$ cat config.mk
export PLATFORM = sky130hd
export DESIGN_NAME = floppy_track_format_image_generator_top
export DESIGN_NICKNAME = d
export VERILOG_FILES = /design/src/sv/ftfig_pkg.sv /design/src/sv/ftfig_byte_dec.sv /design/src/sv/ftfig_track_ctr.sv /design/src/sv/floppy_track_format_image_generator_top.sv
export SDC_FILE = /design/constraint.sdc
export NUM_CORES = 1
export LEC_CHECK = 0
export ABC_CLOCK_PERIOD_IN_PS = 12600
export BUFFER_PORTS_ARGS = -buffer_cell sky130_fd_sc_hd__buf_2
export CORE_ASPECT_RATIO = 0.7
export CORE_MARGIN = 2
export CORE_UTILIZATION = 30
export CTS_CLUSTER_SIZE = 24
export DETAILED_ROUTE_END_ITERATION = 10
export PLACE_DENSITY = 0.43
export SYNTH_ARGS = -nofsm -noshare
export SYNTH_HDL_FRONTEND = slang
export SYNTH_SLANG_ARGS = --single-unit
$ cat constraint.sdc
create_clock -name clk -period 12.6 [get_ports clk]
set_input_delay 0.63 -clock clk [delete_from_list [all_inputs] [get_ports clk]]
set_output_delay 0.63 -clock clk [all_outputs]
set_load 0.005 [all_outputs]
$ cat src/sv/ftfig_pkg.sv
`timescale 1ns / 1ps
// ftfig_pkg: shared constants, types and width helpers for the track format
// image generator. No dependencies.
package ftfig_pkg;

  // Image byte values
  localparam logic [7:0] BYTE_GAP  = 8'h4E;
  localparam logic [7:0] BYTE_ZERO = 8'h00;
  localparam logic [7:0] BYTE_SYNC = 8'hF5;
  localparam logic [7:0] BYTE_IDAM = 8'hFE;
  localparam logic [7:0] BYTE_DAM  = 8'hFB;
  localparam logic [7:0] BYTE_CRC  = 8'hF7;

  // Layout
  localparam int GAP1_LEN     = 60;
  localparam int REC_OVERHEAD = 100;  // record bytes besides the sector data
  localparam int DATA_START   = 59;   // offset of first data byte in a record

  // Record field offsets
  localparam int OFS_SYNC1 = 12;
  localparam int OFS_IDAM  = 15;
  localparam int OFS_TRACK = 16;
  localparam int OFS_SIDE  = 17;
  localparam int OFS_SECT  = 18;
  localparam int OFS_SIZE  = 19;
  localparam int OFS_IDCRC = 20;
  localparam int OFS_GAP2  = 21;
  localparam int OFS_ZERO2 = 43;
  localparam int OFS_SYNC2 = 55;
  localparam int OFS_DAM   = 58;

  // Register indexes
  typedef enum logic [1:0] {
    REG_SPT   = 2'd0,
    REG_TRACK = 2'd1,
    REG_SIDE  = 2'd2,
    REG_FILL  = 2'd3
  } cfg_reg_t;

  // Region flags handed from the counter to the byte decoder
  typedef struct packed {
    logic gap1;    // position lies in GAP1
    logic record;  // position lies inside a sector record
  } region_t;

  // Size code: halvings of the sector size down to 128, at most 7
  function automatic int size_code(input int sb);
    int c;
    int s;
    c = 0;
    s = sb;
    for (int i = 0; i < 7; i++) begin
      if (s > 128) begin
        s = s >> 1;
        c = c + 1;
      end
    end
    return c;
  endfunction

  function automatic int pos_width(input int tb, input int sb, input int ms);
    return $clog2(tb + (sb + REC_OVERHEAD) * ms + 64);
  endfunction

  function automatic int off_width(input int sb);
    return $clog2(sb + REC_OVERHEAD);
  endfunction

  function automatic int rec_width(input int tb, input int ms);
    return $clog2(tb / 128 + ms + 2);
  endfunction

endpackage

$ cat src/sv/ftfig_byte_dec.sv
`timescale 1ns / 1ps
// ftfig_byte_dec: decodes the image byte from region, record offset and record
// number. Depends on ftfig_pkg.
module ftfig_byte_dec #(
  parameter int SECTOR_BYTES = 512,
  parameter int TRACK_BYTES  = 6250,
  parameter int MAX_SECTORS  = 10
) (
  input  ftfig_pkg::region_t                                   region,
  input  logic [ftfig_pkg::off_width(SECTOR_BYTES)-1:0]        offset,
  input  logic [ftfig_pkg::rec_width(TRACK_BYTES, MAX_SECTORS)-1:0] rec,
  input  logic [7:0]                                           track_number,
  input  logic                                                 side_number,
  input  logic [15:0]                                          fill_word,
  output logic [7:0]                                           data_byte
);
  import ftfig_pkg::*;

  localparam int OFF_W    = off_width(SECTOR_BYTES);
  localparam int DATA_END = DATA_START + SECTOR_BYTES;  // CRC byte of the data field
  localparam logic [7:0] SIZE_CODE = 8'(size_code(SECTOR_BYTES));

  always_comb begin
    data_byte = BYTE_GAP;
    if (region.record) begin
      if (offset < OFF_W'(OFS_SYNC1))       data_byte = BYTE_ZERO;
      else if (offset < OFF_W'(OFS_IDAM))   data_byte = BYTE_SYNC;
      else if (offset == OFF_W'(OFS_IDAM))  data_byte = BYTE_IDAM;
      else if (offset == OFF_W'(OFS_TRACK)) data_byte = track_number;
      else if (offset == OFF_W'(OFS_SIDE))  data_byte = {7'd0, side_number};
      else if (offset == OFF_W'(OFS_SECT))  data_byte = 8'(rec) + 8'd1;
      else if (offset == OFF_W'(OFS_SIZE))  data_byte = SIZE_CODE;
      else if (offset == OFF_W'(OFS_IDCRC)) data_byte = BYTE_CRC;
      else if (offset < OFF_W'(OFS_ZERO2))  data_byte = BYTE_GAP;
      else if (offset < OFF_W'(OFS_SYNC2))  data_byte = BYTE_ZERO;
      else if (offset < OFF_W'(OFS_DAM))    data_byte = BYTE_SYNC;
      else if (offset == OFF_W'(OFS_DAM))   data_byte = BYTE_DAM;
      else if (offset < OFF_W'(DATA_END)) begin
        // data starts at an odd offset: odd offsets carry the high fill byte
        data_byte = offset[0] ? fill_word[15:8] : fill_word[7:0];
      end
      else if (offset == OFF_W'(DATA_END))  data_byte = BYTE_CRC;
      else                                  data_byte = BYTE_GAP;
    end
  end

endmodule

$ cat src/sv/ftfig_track_ctr.sv
`timescale 1ns / 1ps
// ftfig_track_ctr: image position counter with running GAP1/record split,
// image length, wrap and last-byte detection. Depends on ftfig_pkg.
module ftfig_track_ctr #(
  parameter int SECTOR_BYTES = 512,
  parameter int TRACK_BYTES  = 6250,
  parameter int MAX_SECTORS  = 10
) (
  input  logic                                                      clk,
  input  logic                                                      rst,
  input  logic                                                      advance,
  input  logic                                                      restart,
  input  logic [3:0]                                                spt,
  output logic                                                      err,
  output logic                                                      last,
  output logic [ftfig_pkg::pos_width(TRACK_BYTES, SECTOR_BYTES, MAX_SECTORS)-1:0] pos_eff,
  output ftfig_pkg::region_t                                        region,
  output logic [ftfig_pkg::off_width(SECTOR_BYTES)-1:0]             off_eff,
  output logic [ftfig_pkg::rec_width(TRACK_BYTES, MAX_SECTORS)-1:0] rec_eff
);
  import ftfig_pkg::*;

  localparam int POS_W   = pos_width(TRACK_BYTES, SECTOR_BYTES, MAX_SECTORS);
  localparam int OFF_W   = off_width(SECTOR_BYTES);
  localparam int REC_W   = rec_width(TRACK_BYTES, MAX_SECTORS);
  localparam int REC_LEN = SECTOR_BYTES + REC_OVERHEAD;

  // position and its split: GAP1 offset, or record number and record offset
  logic [POS_W-1:0] pos, pos_next;
  logic             gap1, gap1_next;
  logic [OFF_W-1:0] off, off_next;
  logic [REC_W-1:0] rec, rec_next;

  logic [POS_W-1:0] spt_w;
  logic [POS_W-1:0] used;
  logic [POS_W-1:0] len;
  logic             wrap;
  logic             gap1_eff;

  assign err   = (spt == 4'd0) || (spt > 4'(MAX_SECTORS));
  assign spt_w = POS_W'(spt);
  // GAP1 plus the records and their CRC bytes on disk
  assign used  = POS_W'(GAP1_LEN) + POS_W'(REC_LEN + 2) * spt_w;
  assign len   = (used <= POS_W'(TRACK_BYTES)) ? (POS_W'(TRACK_BYTES) - (spt_w << 1))
                                               : (POS_W'(GAP1_LEN) + POS_W'(REC_LEN) * spt_w);

  assign wrap     = restart || (pos >= len);
  assign pos_eff  = wrap ? '0 : pos;
  assign gap1_eff = wrap ? 1'b1 : gap1;
  assign off_eff  = wrap ? '0 : off;
  assign rec_eff  = wrap ? '0 : rec;
  assign last     = (pos_eff + POS_W'(1)) == len;

  assign region.gap1   = gap1_eff;
  assign region.record = !gap1_eff &&
                         ({{REC_W{1'b0}}, spt} > {4'd0, rec_eff});

  always_comb begin
    pos_next  = pos_eff + POS_W'(1);
    gap1_next = gap1_eff;
    off_next  = off_eff + OFF_W'(1);
    rec_next  = rec_eff;
    if (err || last) begin
      pos_next  = '0;
      gap1_next = 1'b1;
      off_next  = '0;
      rec_next  = '0;
    end else if (gap1_eff) begin
      if (off_eff == OFF_W'(GAP1_LEN - 1)) begin
        gap1_next = 1'b0;
        off_next  = '0;
      end
    end else if (off_eff == OFF_W'(REC_LEN - 1)) begin
      off_next = '0;
      rec_next = rec_eff + REC_W'(1);
    end
  end

  always_ff @(posedge clk) begin
    if (rst) begin
      pos  <= '0;
      gap1 <= 1'b1;
      off  <= '0;
      rec  <= '0;
    end else if (advance) begin
      pos  <= pos_next;
      gap1 <= gap1_next;
      off  <= off_next;
      rec  <= rec_next;
    end
  end

  a_pos_in_image: assert property (@(posedge clk) disable iff (rst)
    !err |-> pos_eff < len)
    else $error("effective position beyond image length");

  a_step_one: assert property (@(posedge clk) disable iff (rst)
    advance && !err && !last |=> pos == $past(pos_eff) + POS_W'(1))
    else $error("position did not step by one");

  a_wrap_zero: assert property (@(posedge clk) disable iff (rst)
    advance && (err || last) |=> pos == '0 && gap1)
    else $error("position not back at zero after last byte or error");

  a_gap1_split: assert property (@(posedge clk) disable iff (rst)
    gap1 |-> pos == POS_W'(off))
    else $error("GAP1 offset out of step with position");

endmodule

$ cat src/sv/floppy_track_format_image_generator_top.sv
`timescale 1ns / 1ps
// floppy_track_format_image_generator_top: write-track image byte generator,
// register file, stream handshake and result register. Depends on ftfig_pkg,
// ftfig_track_ctr and ftfig_byte_dec.
//
//  Channel  Dir  Handshake             Payload
//  s_*      in   s_tvalid / s_tready   s_tdata[0] restart
//  m_*      out  m_tvalid / m_tready   m_tdata data_byte, byte_index; m_tlast; m_tuser error
//  cfg_*    in   cfg_we                cfg_addr register index, cfg_wdata value
//
// One beat in, one beat out; a new beat is taken every cycle while the result
// register is empty or being drained (throughput 1 beat/cycle); the result is registered.
// The position counter and the byte decode sit between the counter state and
// the result register; the image length is a small constant multiply of spt.
// Reset (rst, synchronous) sets registers to their defaults (spt 9) and the
// position to byte zero. A stall on m_tready holds the result and drops s_tready.
module floppy_track_format_image_generator_top #(
  parameter int SECTOR_BYTES = 512,
  parameter int TRACK_BYTES  = 6250,
  parameter int MAX_SECTORS  = 10
) (
  input  logic        clk,
  input  logic        rst,
  // inbound stream
  input  logic        s_tvalid,
  output logic        s_tready,
  input  logic [7:0]  s_tdata,   // [0] restart, [7:1] zero
  // outbound stream
  output logic        m_tvalid,
  input  logic        m_tready,
  output logic [23:0] m_tdata,   // [7:0] data_byte, [20:8] byte_index, [23:21] zero
  output logic        m_tlast,   // last byte of the image
  output logic        m_tuser,   // [0] error
  // register writes
  input  logic        cfg_we,
  input  logic [1:0]  cfg_addr,
  input  logic [15:0] cfg_wdata
);
  import ftfig_pkg::*;

  localparam int POS_W = pos_width(TRACK_BYTES, SECTOR_BYTES, MAX_SECTORS);
  localparam int OFF_W = off_width(SECTOR_BYTES);
  localparam int REC_W = rec_width(TRACK_BYTES, MAX_SECTORS);

  // configuration registers
  logic [3:0]  sectors_per_track;
  logic [7:0]  track_number;
  logic        side_number;
  logic [15:0] fill_word;

  always_ff @(posedge clk) begin
    if (rst) begin
      sectors_per_track <= 4'd9;
      track_number      <= 8'd0;
      side_number       <= 1'b0;
      fill_word         <= 16'd0;
    end else if (cfg_we) begin
      unique case (cfg_reg_t'(cfg_addr))
        REG_SPT:   sectors_per_track <= cfg_wdata[3:0];
        REG_TRACK: track_number      <= cfg_wdata[7:0];
        REG_SIDE:  side_number       <= cfg_wdata[0];
        REG_FILL:  fill_word         <= cfg_wdata;
        default:   ;
      endcase
    end
  end

  // handshake: take a beat whenever the result register is free next cycle
  logic accept;
  assign s_tready = !m_tvalid || m_tready;
  assign accept   = s_tvalid && s_tready;

  logic             err;
  logic             last;
  logic [POS_W-1:0] pos_eff;
  region_t          region;
  logic [OFF_W-1:0] off_eff;
  logic [REC_W-1:0] rec_eff;
  logic [7:0]       byte_val;

  ftfig_track_ctr #(
    .SECTOR_BYTES (SECTOR_BYTES),
    .TRACK_BYTES  (TRACK_BYTES),
    .MAX_SECTORS  (MAX_SECTORS)
  ) u_ctr (
    .clk     (clk),
    .rst     (rst),
    .advance (accept),
    .restart (s_tdata[0]),
    .spt     (sectors_per_track),
    .err     (err),
    .last    (last),
    .pos_eff (pos_eff),
    .region  (region),
    .off_eff (off_eff),
    .rec_eff (rec_eff)
  );

  ftfig_byte_dec #(
    .SECTOR_BYTES (SECTOR_BYTES),
    .TRACK_BYTES  (TRACK_BYTES),
    .MAX_SECTORS  (MAX_SECTORS)
  ) u_dec (
    .region       (region),
    .offset       (off_eff),
    .rec          (rec_eff),
    .track_number (track_number),
    .side_number  (side_number),
    .fill_word    (fill_word),
    .data_byte    (byte_val)
  );

  // result register; an error beat carries zero byte and index
  always_ff @(posedge clk) begin
    if (rst) begin
      m_tvalid <= 1'b0;
    end else if (accept) begin
      m_tvalid <= 1'b1;
    end else if (m_tready) begin
      m_tvalid <= 1'b0;
    end
  end

  always_ff @(posedge clk) begin
    if (accept) begin
      m_tdata[7:0]   <= err ? 8'd0 : byte_val;
      m_tdata[20:8]  <= err ? 13'd0 : pos_eff[12:0];
      m_tdata[23:21] <= 3'd0;
      m_tlast        <= !err && last;
      m_tuser        <= err;
    end
  end

  a_err_beat_clean: assert property (@(posedge clk) disable iff (rst)
    m_tvalid && m_tuser |-> m_tdata == 24'd0 && !m_tlast)
    else $error("error beat carries data");

  a_hold_on_stall: assert property (@(posedge clk) disable iff (rst)
    m_tvalid && !m_tready |=> m_tvalid && $stable(m_tdata))
    else $error("result changed while stalled");

  a_no_overrun: assert property (@(posedge clk) disable iff (rst)
    m_tvalid && !m_tready |-> !s_tready)
    else $error("beat taken while result register full");

endmodule

# Word-level counts from Yosys, hierarchy flattened
# Cells that the tools add are included.
[totals]
regBits = 84
out_inout_bits = 28
word_cells = 99
[classes]
add_sub_neg = 7
n_mul = 2
order_cmp = 10
n_eq_ne = 14
mux = 34
n_bitwise = 1
reduce_logical = 18
[op_table]
columns = ["cell", "count"]
rows = [
  ["$mux 8", 14],
  ["$eq 10x5->1 const B", 5],
  ["$mux 10", 5],
  ["$mux 14", 3],
  ["$lt 10x6->1 const B", 3],
  ["$add 6x14->14 const A", 2],
  ["$mux 6", 4],
  ["$eq 10x10->1 const B", 2],
  ["$eq 10x6->1 const B", 2],
  ["$lt 10x4->1 const B", 2],
  ["$add 14x1->14 const B", 1],
  ["$eq 14x14->1", 1],
  ["$ge 14x14->1", 1],
  ["$le 14x13->1 const B", 1],
  ["$mux 7", 2],
  ["$sub 13x5->14 const A", 1],
  ["$mul 9x4->13 const A", 1],
  ["$mul 8x4->12 const A", 1],
  ["$add 10x1->10 const B", 1],
  ["$eq 10x4->1 const B", 1],
  ["$lt 10x10->1 const B", 1],
  ["$reduce_and 2->1", 4],
  ["$add 6x1->7 const B", 1],
  ["$add 6x1->6 const B", 1],
  ["other kinds (13)", 26],
]

# Longest topological paths before layout
[depth]
word_depth = 23
depth_mapped = 39

# Cells and area by module
# A second synthesis with hierarchy kept.
[unflattened]
cells_unflattened = 878
area_unflattened_um2 = 7218.2
[by_module_without_submodules]
columns = ["module", "instances", "cells_each", "area_each_um2", "seq_area_each_um2"]
rows = [
  ["ftfig_track_ctr", 1, 562, 4186.5, 620.6],
  ["floppy_track_format_image_generator_top", 1, 174, 2153.3, 1291.2],
  ["ftfig_byte_dec", 1, 142, 878.3, 0.0],
]

# Worst setup path before layout
# OpenSTA, ideal clock, no wires.
[synth_path]
kind = "register to register"
from = "register sectors_per_track[2]"
to = "register u_ctr.off[3]"
setup_time_ps = 120
t_arrival_ps = 8658
t_required_ps = 12480
path_slack_ps = 3823
stages_incl_launch_ff = 37
n_path_buf = 5
synth_period_minus_slack_ps = 8777
path_cell_list = "dfxtp_1 > buf_2 > clkinv_1 > ha_1 > ha_1 > or2_2 > ha_1 > a21o_1 > or3_1 > o2111a_1 > a2111o_1 > a221o_1 > a21boi_4 > clkbuf_1 > or2_2 > ha_1 > a211o_1 > a31oi_1 > o21a_1 > and2_1 > clkbuf_1 > buf_1 > buf_1 > nand2_1 > inv_1 > ha_1 > nand4_1 > nor4_1 > xor2_1 > nor2b_1 > nand3_1 > or4_1 > nor3b_1 > a31oi_1 > o211ai_4 > nor2_1 > a211o_1"
[synth_between]
elab_chain_len = 11
[synth_lines]
columns = ["item", "line_no", "rtl"]
rows = [
  ["start, declared", "floppy_track_format_image_generator_top.sv:46", "logic [3:0] sectors_per_track;"],
  ["start signal, assigned", "floppy_track_format_image_generator_top.sv:59", "REG_SPT: sectors_per_track <= cfg_wdata[3:0];"],
  ["$mul 9x4->13", "ftfig_track_ctr.sv:43", "assign used = POS_W'(GAP1_LEN) + POS_W'(REC_LEN + 2) * spt_w;"],
  ["$add 6x14->14", "ftfig_track_ctr.sv:43", ""],
  ["$le 14x13->1", "ftfig_track_ctr.sv:44", "assign len = (used <= POS_W'(TRACK_BYTES)) ? (POS_W'(TRACK_BYTES) - (spt_w << 1))"],
  ["$mux 14 (*)", "ftfig_track_ctr.sv:44", ""],
  ["$ge 14x14->1 (*)", "ftfig_track_ctr.sv:47", "assign wrap = restart || (pos >= len);"],
  ["$logic_or 1x1->1 (*)", "ftfig_track_ctr.sv:47", ""],
  ["$mux 14 (*)", "ftfig_track_ctr.sv:48", "assign pos_eff = wrap ? '0 : pos;"],
  ["net pos_eff[0]", "floppy_track_format_image_generator_top.sv:75", "logic [POS_W-1:0] pos_eff;"],
  ["$add 14x1->14 (*)", "ftfig_track_ctr.sv:52", "assign last = (pos_eff + POS_W'(1)) == len;"],
  ["$eq 14x14->1 (*)", "ftfig_track_ctr.sv:52", ""],
  ["$logic_or 1x1->1 (*)", "ftfig_track_ctr.sv:63", "if (err || last) begin"],
  ["$mux 10 (*)", "ftfig_track_ctr.sv:63", ""],
  ["end signal, assigned", "ftfig_track_ctr.sv:88", "off <= off_next;"],
  ["end, declared", "ftfig_track_ctr.sv:31", "logic [OFF_W-1:0] off, off_next;"],
]
# The timed path passes the listed nets; every way through them passes the cells marked *.
# A chain may end at the register's enable or synchronous reset.

# Worst setup path in the final report
[layout_path]
from = "register sectors_per_track[2]"
to = "register u_ctr.off[6]"
# Same word-level chain as after synthesis.

==> flow_summary.toml <==
[placement]
place_congestion = 0.825
number_of_buffers_inserted_by_port_buffering = 48
dpl.hpwl_um = 15500
post-place-ws_ns = 2.53

[synth]
synth_edf_count = 23
ys_seq_area_share_pct = 29.8
mappedNetlistArea_um2 = 6420
synth.largest_area_cell = "sky130_fd_sc_hd__dfxtp_1"
yosysWarnings = 0
ys_seq_elements = 84
yosysUniqueCellTypes = 70
flip_flop_cell_with_the_highest_count_after_synthesis = "sky130_fd_sc_hd__dfxtp_1"
cells_after_synthesis = 807
syn_area_per_cell_um2 = 7.96
netlist_top_cells_area = "sky130_fd_sc_hd__dfxtp_1 (19%), sky130_fd_sc_hd__edfxtp_1 (11%), sky130_fd_sc_hd__ha_1 (9.2%)"
netlist.area_leader.share_pct = 19.0
async_reset_ff_share_pct = 0

[floorplan]
die_height_um = 126
floorplan.rows = 44
die_area_um2 = 22600
chipWidth_um = 179
floorplan.initialDensity_pct = 30.8
core_um2 = 20900
pin_count = 59

[pwr]
cellPowerDensity_nw_per_um2 = 99.2
p_leak_nw = 2.80
power.ir.vdd_worst_uv = 71.1

[clock_network]
cts.sinks = 84
clockRootBuffer = "sky130_fd_sc_hd__clkbuf_16"
tritoncts = "yes"
clk_pin_slew_worst_paths_ns = 0.07
holdBufCountCts = 0
h-tree-depth = 3
cts_setup_buffers = 0
max-clock-path-buffers = 2
clk_lat_worst_skew_ns = 0.35
cts-buffers-inserted = 9
post_cts.resized_instances = 0

[status]
run_status = "finished clean"

[global_route]
largest_net_degree_at_the_start_of_global_routing = 45
first_pass_grt_wire_length_um = 32200
grt_pass1_vias = 5631
global_route.overflow_total = 0
number_of_antenna_violations_at_the_first_check_in_global_routing = 0
global_route.usage.total_pct = 18.3

[sta]
max_clock_freq_mhz = 97.9
fin_worst_skew_ns = 0.0167
timing.setup.tns_ns = 0
rsz0062_at_grt = "no"
layout_min_cycle_time_ns = 10.22
final-max-slew-violation-count = 0
tightest_slew_ns = 1.21
report.final.setup_viol = 0
fin_crit_sh_pct = 81.1
relSlewSlack_pct = 19.2
post-route-worst-setup-slack_ns = 2.38
hold_viol = 0

[setup_path]
path_max_fanout = 39
path_common_cell = "sky130_fd_sc_hd__ha_1"
worst-setup-path-type = "flip-flop to flip-flop"
critPathSlowestCell = "sky130_fd_sc_hd__dfxtp_1"
setup.reg_to_reg.worst_slack_ns = 2.38
timing.critical_path.slowest_cell_delay_ns = 0.76
end_kind = "flip-flop"
cp_data_required_time_ns = 12.81
r2r.worst_path.cells = 32
reg2reg_from = "sectors_per_track[2]"
worst_path_arrival_ns = 10.43
worstReg2RegEnd = "u_ctr.off[6]"
critPathLaunchType = "flip-flop"

[hold_path]
min_delay_path_depth = 2
hp-class = "flip-flop to flip-flop"
min-delay-start = "fill_word[10]"
worstHoldEndpoint = "fill_word[10]"

[drt]
drtAntennaViolNets = 0
vias = 6097
post_drt_wl_per_cell_um = 18.3
vias_per_cell = 5.46
drtIter0Drc = 593
detailedRoute.firstPassIterationCount = 5
drt-total-wl_um = 20400
drt_drc_violations_left = 0

[job]
drv.max_cap_violation_count = 0

[finish]
finish.net_count = 913
share_of_final_layout_standard_cells_stronger_than_drive_strength_1_pct = 10.4
areaGrowthSynthToFinish_pct = 12.0
-- flip-flops by register name, indices dropped and copies added, names as in the netlist --
name and cells:
m_tvalid 1, track_number 8, u_ctr.rec 6, m_tuser 1, m_tdata 21, side_number 1
u_ctr.off 10, u_ctr.gap1 1, u_ctr.pos 14, fill_word 16, sectors_per_track 4, m_tlast 1
-- report_power, final --
| part | switching [mW] | internal, mW | leakage (nW) |
|---|---|---|---|
| combinational | 0.0918 | 0.0503 | 1.93 |
| sequential | 0.00618 | 0.285 | 0.717 |
| clock | 0.124 | 0.157 | 0.148 |
-- placed cells by master, fill, tap and decap left out, drive strengths merged, types with 13 or more instances in the layout --
cell type  synthesis  layout
dfxtp             61      61
nand4             17      17
xnor2             30      30
edfxtp            23      23
ha                47      47
xor2              21      21
inv               26      29
o21ai             48      48
nand2            111     111
buf               14      54
and3              19      19
a21oi             61      61
nor2              64      64
nor3              17      17
nand3             31      31
mux2i             13      13
-- Yosys cell counts, drive strengths merged (7+ instances only) --
cell type and instances:
buf 14, xor2 21, a22o 9, nor4 11, mux2i 13, inv 26
nand3 31, and2 7, ha 47, nor2 64, nand4 17, edfxtp 23
a21boi 7, a21o 8, and3 19, a31oi 8, nand2b 7, a211oi 9
a211o 8, o21ai 48, a21oi 61, nand3b 7, xnor2 30, dfxtp 61
nor3 17, clkbuf 26, o211ai 9, nand2 111, nor2b 11
-- through the flow --
step           area [um^2]  utilization, %  instances  hold WS (ns)  power [mW]
6_report              7190            34.5       1116         0.456       0.714
3_5_place_dp          6890            33.0       1099         0.447       0.437
2_1_floorplan         6430               -        809         0.432       0.395
5_1_grt               7190            34.5       1115         0.492       0.748
4_1_cts               7190            34.5       1115         0.458       0.720
3_3_place_gp          6890            33.0       1099         0.448       0.435
-- cell families (layout without fill, tap and decap cells) --
kind of cell | after synthesis | in the layout | share of synthesized area, %
fa+ha+maj | 48 | 48 | 9.47
simple gates | 327 | 327 | 24.7
flops | 84 | 84 | 29.8
compound gates | 210 | 210 | 21.9
mux | 17 | 17 | 2.73
xor+xnor | 51 | 51 | 6.96
other cells | 1 | 4 | 0.0584
buf+inv | 69 | 99 | 4.38
-- critical path: cells and delay by family (launching register included) --
kind                     cells  cell delay [ns]
AO/OA/AOI/OAI               10             2.71
XOR/XNOR                     1             0.50
adder cells (fa/ha/maj)      5             1.56
buffers and inverters        3             1.00
flip-flops                   1             0.76
multiplexers                 1             0.42
AND/OR/NAND/NOR             12             3.12
-- layer usage --
metal	vias up	wire, um	global-route usage (%)
li1	2995	-	-
met1	2911	11700	31.3
met2	178	7510	23.1
met3	13	1110	2.67
met4	0	148	3.40
met5	-	0	0
-- worst max-delay path by stage --
stage	depth (start not counted)	slack (ns)	to	from
floorplan	36	3.82	u_ctr.off[3]	sectors_per_track[2]
global placement	32	2.54	u_ctr.pos[2]	sectors_per_track[2]
detailed placement	32	2.53	u_ctr.pos[2]	sectors_per_track[2]
CTS	32	2.50	u_ctr.off[6]	sectors_per_track[2]
global route	32	1.68	u_ctr.pos[2]	sectors_per_track[2]
finish	32	2.38	u_ctr.off[6]	sectors_per_track[2]
-- area by class of cell --
type | count | area [um^2]
fill | 2182 | 13700
inverter | 29 | 109
sequential | 84 | 1910
multi-input combinational | 656 | 4240
tap | 276 | 345
antenna | 1 | 2.50
clock buffer | 9 | 225
clock inverter | 7 | 80.1
timing repair buffer | 54 | 285
(Power assumes the default switching activity.)
